[config.mk]
export PLATFORM = sky130hd
export DESIGN_NAME = ltg_ram
export DESIGN_NICKNAME = d
export VERILOG_FILES = /design/src/rtl/ltg_pkg.sv /design/src/rtl/ltg_ram.sv
export SDC_FILE = /design/constraint.sdc
export NUM_CORES = 2
export LEC_CHECK = 0
export ABC_AREA = 0
export BUFFER_PORTS_ARGS = -buffer_cell sky130_fd_sc_hd__buf_4
export CORE_MARGIN = 2
export CORE_UTILIZATION = 30
export CTS_CLUSTER_SIZE = 10
export DETAILED_ROUTE_END_ITERATION = 10
export HOLD_SLACK_MARGIN = 0.06
export PLACE_DENSITY = 0.53
export SYNTH_ARGS = -nofsm -noshare
export SYNTH_HDL_FRONTEND = slang
export SYNTH_SLANG_ARGS = --single-unit
[constraint.sdc]
create_clock -name i_clk -period 6.18 [get_ports i_clk]
set_input_delay 0.927 -clock i_clk [delete_from_list [all_inputs] [get_ports i_clk]]
set_output_delay 0.927 -clock i_clk [all_outputs]
set_load 0.01 [all_outputs]
[src/rtl/ltg_pkg.sv]
// ----------------------------------------------------------------------------
// ltg_pkg
// Shared types, constants and helpers for the toroidal life grid block.
// ----------------------------------------------------------------------------
package ltg_pkg;

    // field widths of the request and result words
    localparam int FUNC_W = 2;
    localparam int ROW_W  = 6;
    localparam int COL_W  = 6;

    // configuration port
    localparam int CFG_W     = 7;
    localparam int CFG_IDX_W = 1;
    localparam logic [CFG_IDX_W-1:0] REG_ROWS = 1'b0;
    localparam logic [CFG_IDX_W-1:0] REG_COLS = 1'b1;
    localparam logic [CFG_W-1:0]     SIZE_RESET = 7'd64;

    // default grid dimensions
    localparam int DEF_MAX_ROWS = 64;
    localparam int DEF_MAX_COLS = 64;

    // life rule thresholds
    localparam int NBR_W = 4;
    localparam logic [NBR_W-1:0] BIRTH_COUNT = 4'd3;
    localparam logic [NBR_W-1:0] STAY_COUNT  = 4'd2;

    // glider preset: rows one to three, columns two to four
    localparam int GLIDER_FIRST_ROW = 1;
    localparam int GLIDER_LAST_ROW  = 3;
    localparam int GLIDER_SPAN      = 8;
    localparam int GLIDER_IDX_W     = $clog2(GLIDER_SPAN);

    // request codes
    typedef enum logic [FUNC_W-1:0] {
        FN_TOGGLE  = 2'd0,
        FN_ADVANCE = 2'd1,
        FN_READ    = 2'd2,
        FN_GLIDER  = 2'd3
    } t_func;

    // width that holds both a size register and the largest size
    function automatic int size_width(input int max_n);
        int w;
        w = $clog2(max_n + 1);
        if (w < CFG_W) begin
            w = CFG_W;
        end
        return w;
    endfunction

    // live columns of the glider preset in a given row
    function automatic logic [GLIDER_SPAN-1:0] glider_cols(input logic [1:0] row);
        logic [GLIDER_SPAN-1:0] m;
        case (row)
            2'd1:    m = 8'b0000_1000;
            2'd2:    m = 8'b0001_0000;
            2'd3:    m = 8'b0001_1100;
            default: m = 8'b0000_0000;
        endcase
        return m;
    endfunction

endpackage

[src/rtl/ltg_ram.sv]
// ----------------------------------------------------------------------------
// ltg_ram
// Generic single write port, single read port RAM with registered read.
// ----------------------------------------------------------------------------
module ltg_ram
    import ltg_pkg::*;
#(
    parameter int WIDTH = DEF_MAX_COLS,
    parameter int DEPTH = DEF_MAX_ROWS
) (
    input  logic                     i_clk,
    input  logic                     i_we,
    input  logic [$clog2(DEPTH)-1:0] i_waddr,
    input  logic [WIDTH-1:0]         i_wdata,
    input  logic [$clog2(DEPTH)-1:0] i_raddr,
    output logic [WIDTH-1:0]         o_rdata
);

    logic [WIDTH-1:0] r_mem [DEPTH];
    logic [WIDTH-1:0] r_rdata;

    // write port
    always_ff @(posedge i_clk) begin
        if (i_we) begin
            r_mem[i_waddr] <= i_wdata;
        end
    end

    // registered read port
    always_ff @(posedge i_clk) begin
        r_rdata <= r_mem[i_raddr];
    end

    assign o_rdata = r_rdata;

endmodule

# Yosys cells after proc, flatten, opt, wreduce, memory -nomap -nowiden
# Memory sizes are Yosys's and may differ from the RTL's. A register that Yosys moved wholly into a read port is not among the register bits.
# Index checks and enable logic that the tools add are counted.
# word_totals
regBits,0
ram_bits,4096
out_inout_bits,64
mem_count,1
# mem_list
name,depth,width,read_ports,rd_ports_with_merged_regs,wr,line_no,rtl
r_mem,64,64,1,1,1,ltg_ram.sv:19,logic [WIDTH-1:0] r_mem [DEPTH];
# classes
mux,2
# op_table
op,count
1-bit 2-to-1 mux,2

# Longest topological paths before layout
# logic_depth
depth_word,2
mapped_depth,9
mapped_depth_nobuf,5

# Worst setup path after synthesis
# OpenSTA, ideal clock, no wires.
# synth_path
path_type,input -> register
from,input i_waddr[3]
to,"memory r_mem[48][0] in the netlist's numbering, enable pin"
arrival_time_ps,5799
required_ps,5616
path_slack_ps,-183
path_stages,4
n_path_buf,1
path_cell_list,clkbuf_1 > nor2b_1 > nand4b_1 > nor3_1
# synth_lines
element,line_no,rtl
from (decl),ltg_ram.sv:13,"input logic [$clog2(DEPTH)-1:0] i_waddr,"
to (decl),ltg_ram.sv:19,
# No word-level cell before the write port.

==> flow_summary.toml <==
[sta]
achievable-frequency_ghz = 0.305
finish_stage_setup_viols = 0
worst-slew-pin-transition_ns = 1.41
period_share = 0.531
setup_ws_ns = 2.90
skew_ns = 0.0529
rsz0062_at_grt = "false"
worst_slew_margin_rel = 0.0582
hold_violations = 0
final.min_clock_period_ns = 3.28
setup_total_negative_slack_ns = 0
finalMaxSlewViolations = 0

[yosys]
synthArstFlopShare = 0
ys_top_cells_by_area = "sky130_fd_sc_hd__edfxtp_1, sky130_fd_sc_hd__mux4_2, sky130_fd_sc_hd__mux2i_1, sky130_fd_sc_hd__dfxtp_1, sky130_fd_sc_hd__a22oi_1"
area_share_of_the_leading_cell_type_in_the_synthesized_netlist = 0.787
synth-warning-count = 0
yosys_most_used_dff = "sky130_fd_sc_hd__edfxtp_1"
register_area_share_after_synthesis = 0.795
avgSynthCellArea_um2 = 23.7
synth_edf_count = 4096
yosysTopAreaCell = "sky130_fd_sc_hd__edfxtp_1"
total_nets_after_synthesis = 6676
syn_area_um2 = 156000
netlist_instances = 6598
ffs_latches_synth = 4160
synthDistinctLibCells = 33

[critical_path]
setup.worst_path.start = "i_raddr[4]"
kind_of_critical_path = "in2reg"
worst-endpoint-arrival_ns = 4.06
crit_path_end_kind = "flop"
cp_data_required_time_ns = 6.96
timing.rr.start = "r_mem[55][17]$_DFFE_PP_"
crit_fanout = 27
cp-start-kind = "input pin"

[min_path]
worst_hold_startpoint = "i_wdata[19]"
hold_class = "in2reg"

[finish]
finish.instance_area_um2 = 181000
layout.nets = 7118
final_layout_size_suffix_gt1_frac = 0.270
syn2layout_area_growth_pct = 15.8
final_util = 0.348
fillerInstances = 47900

[die]
chipHeight_um = 726
floorplan.initialDensity = 0.301
die_w_um = 726
floorplan.die_area_um2 = 527000
placementRows = 265
floorplan.core_area_um2 = 520000
boundaryPins = 142

[cts]
cts_hold_buffers = 0
h-tree-depth = 5
cts_tree = "yes"
post-cts-setup-buffers = 0
insertion_delay_ns = 1.00
clk_pin_slew_worst_paths_ns = 0.06
cts_max_path_buffers = 4
cts_made_buffers = 462
cts.sinks = 4160
ctsRootBufferMaster = "sky130_fd_sc_hd__clkbuf_16"
post_cts_resize_count = 0

[pwr]
leakagePower_nw = 55.0
p_per_cell_area_nw_per_um2 = 326
peakVddDrop_mv = 0.281

[placement]
placement.io_buffers = 141
post_dp_cell_area_um2 = 168000
place.gp.congestion = 0.744
place_hpwl_mm = 236
preCtsSetupSlack_ns = 1.84

[flow_run]
drv_cap = 0

[detailed_routing]
drt_iter0_markers = 9429
totalWireLength_mm = 471
viasPerCell = 5.28
route.vias.total = 75500
antenna_left = 0
avg_wl_per_cell_um = 32.9
firstDrtPassIters = 6
drc_errors = 0

[global_routing]
grt_use_total = 0.174
grt_start_max_net_pins = 112
grt_remaining_overflow = 0
grt_pass1_vias = 76800
grt_pass1_wl_mm = 642
grt_antenna_before_repair = 34

[run_status]
status = "complete, no violations"
## critical path, stage by stage
cell and delay (ns):
sky130_fd_sc_hd__buf_4 0.54, sky130_fd_sc_hd__nand2b_4 0.54, sky130_fd_sc_hd__buf_4 0.54, sky130_fd_sc_hd__o22ai_1 0.28
sky130_fd_sc_hd__a31oi_1 0.11, sky130_fd_sc_hd__a211oi_1 0.94
## registers in the layout, indices dropped and copies added, names as in the netlist
name and cells:
o_rdata 64, r_mem 4096
## area by class of cell
| cell class | count | area (um2) | share of cell area |
|---|---|---|---|
| Sequential cell | 4160 | 124000 | 0.686 |
| Tap cell | 6942 | 8690 | 0.0480 |
| Clock buffer | 750 | 12900 | 0.0713 |
| Multi-Input combinational cell | 2049 | 30800 | 0.170 |
| Antenna cell | 9 | 22.5 | 0.000124 |
| Timing Repair Buffer | 348 | 3900 | 0.0215 |
| Clock inverter | 24 | 417 | 0.00230 |
| Inverter | 19 | 71.3 | 0.000394 |
## cells in the mapped netlist (19+ instances only)
cell type and count:
sky130_fd_sc_hd__mux4_2 1024, sky130_fd_sc_hd__nor2_1 112, sky130_fd_sc_hd__and3_1 64, sky130_fd_sc_hd__mux2i_1 135, sky130_fd_sc_hd__buf_4 34, sky130_fd_sc_hd__a41oi_1 26
sky130_fd_sc_hd__a2bb2oi_1 19, sky130_fd_sc_hd__clkbuf_1 140, sky130_fd_sc_hd__a211oi_1 63, sky130_fd_sc_hd__a22o_1 88, sky130_fd_sc_hd__inv_1 19, sky130_fd_sc_hd__nand3_1 45
sky130_fd_sc_hd__o22ai_1 83, sky130_fd_sc_hd__or2_2 28, sky130_fd_sc_hd__edfxtp_1 4096, sky130_fd_sc_hd__buf_2 170, sky130_fd_sc_hd__or3_1 29, sky130_fd_sc_hd__a22oi_1 168
sky130_fd_sc_hd__nor2b_1 28, sky130_fd_sc_hd__dfxtp_1 64, sky130_fd_sc_hd__buf_1 20, sky130_fd_sc_hd__nand2_1 58, sky130_fd_sc_hd__o221ai_1 38
## worst paths after layout
| kind | endpoint | slack, ns | cells after the start |
|---|---|---|---|
| worst min register to register | o_rdata[16]$_DFF_P_ | 0.82 | 4 |
| worst max register to register | o_rdata[17]$_DFF_P_ | 4.09 | 5 |
| worst min-delay path | r_mem[23][19]$_DFFE_PP_ | 0.46 | 1 |
| worst max-delay path | o_rdata[17]$_DFF_P_ | 2.90 | 6 |
## cell families (layout without fill, tap and decap cells)
logic type,after synthesis,after routing,synth area share
compound gates,504,504,0.0248
other cells,0,9,0
mux,1159,1159,0.156
buf+inv,389,1141,0.0118
flops,4160,4160,0.795
simple gates,386,386,0.0124
## stage by stage
| step | std cells | hold slack (ns) | total power, mW |
|---|---|---|---|
| 3_5_place_dp | 13500 | 0.827 | 34.8 |
| 3_3_place_gp | 13500 | 0.831 | 34.7 |
| 5_1_grt | 14300 | 0.446 | 60.7 |
| 6_report | 14300 | 0.461 | 59.0 |
| 2_1_floorplan | 6598 | 0.788 | 33.4 |
| 4_1_cts | 14300 | 0.396 | 59.5 |
## cell usage in the layout (no fill, tap or decap), types with 24 or more instances in the layout
cell	n
sky130_fd_sc_hd__edfxtp_1	4096
sky130_fd_sc_hd__mux4_2	1024
sky130_fd_sc_hd__clkbuf_16	470
sky130_fd_sc_hd__clkbuf_1	270
sky130_fd_sc_hd__buf_4	245
sky130_fd_sc_hd__a22oi_1	168
sky130_fd_sc_hd__mux2i_1	135
sky130_fd_sc_hd__buf_12	100
sky130_fd_sc_hd__a22o_1	88
sky130_fd_sc_hd__o22ai_1	83
sky130_fd_sc_hd__nor2_4	65
sky130_fd_sc_hd__and3_1	64
sky130_fd_sc_hd__dfxtp_1	64
sky130_fd_sc_hd__a211oi_1	63
sky130_fd_sc_hd__nand2_1	55
sky130_fd_sc_hd__nor2_1	47
sky130_fd_sc_hd__nand3_1	45
sky130_fd_sc_hd__o221ai_1	38
sky130_fd_sc_hd__or3_1	29
sky130_fd_sc_hd__or2_2	28
sky130_fd_sc_hd__a41oi_1	26
sky130_fd_sc_hd__nor2b_1	24
## per-layer routing
layer	wire [um]	global-route usage	up-vias
met5	52	0	-
met1	191000	0.232	42200
met4	11800	0.0415	8
li1	-	-	29400
met3	30900	0.0249	678
met2	237000	0.299	3172
## power breakdown
| group | total, mW | switching [mW] | internal, mW |
|---|---|---|---|
| Clock | 24.8 | 10.7 | 14.1 |
| Sequential | 31.4 | 0.171 | 31.3 |
| Combinational | 2.72 | 1.69 | 1.03 |
| Total | 59.0 | 12.6 | 46.4 |
No activity file was read; power rests on OpenSTA's default activity.
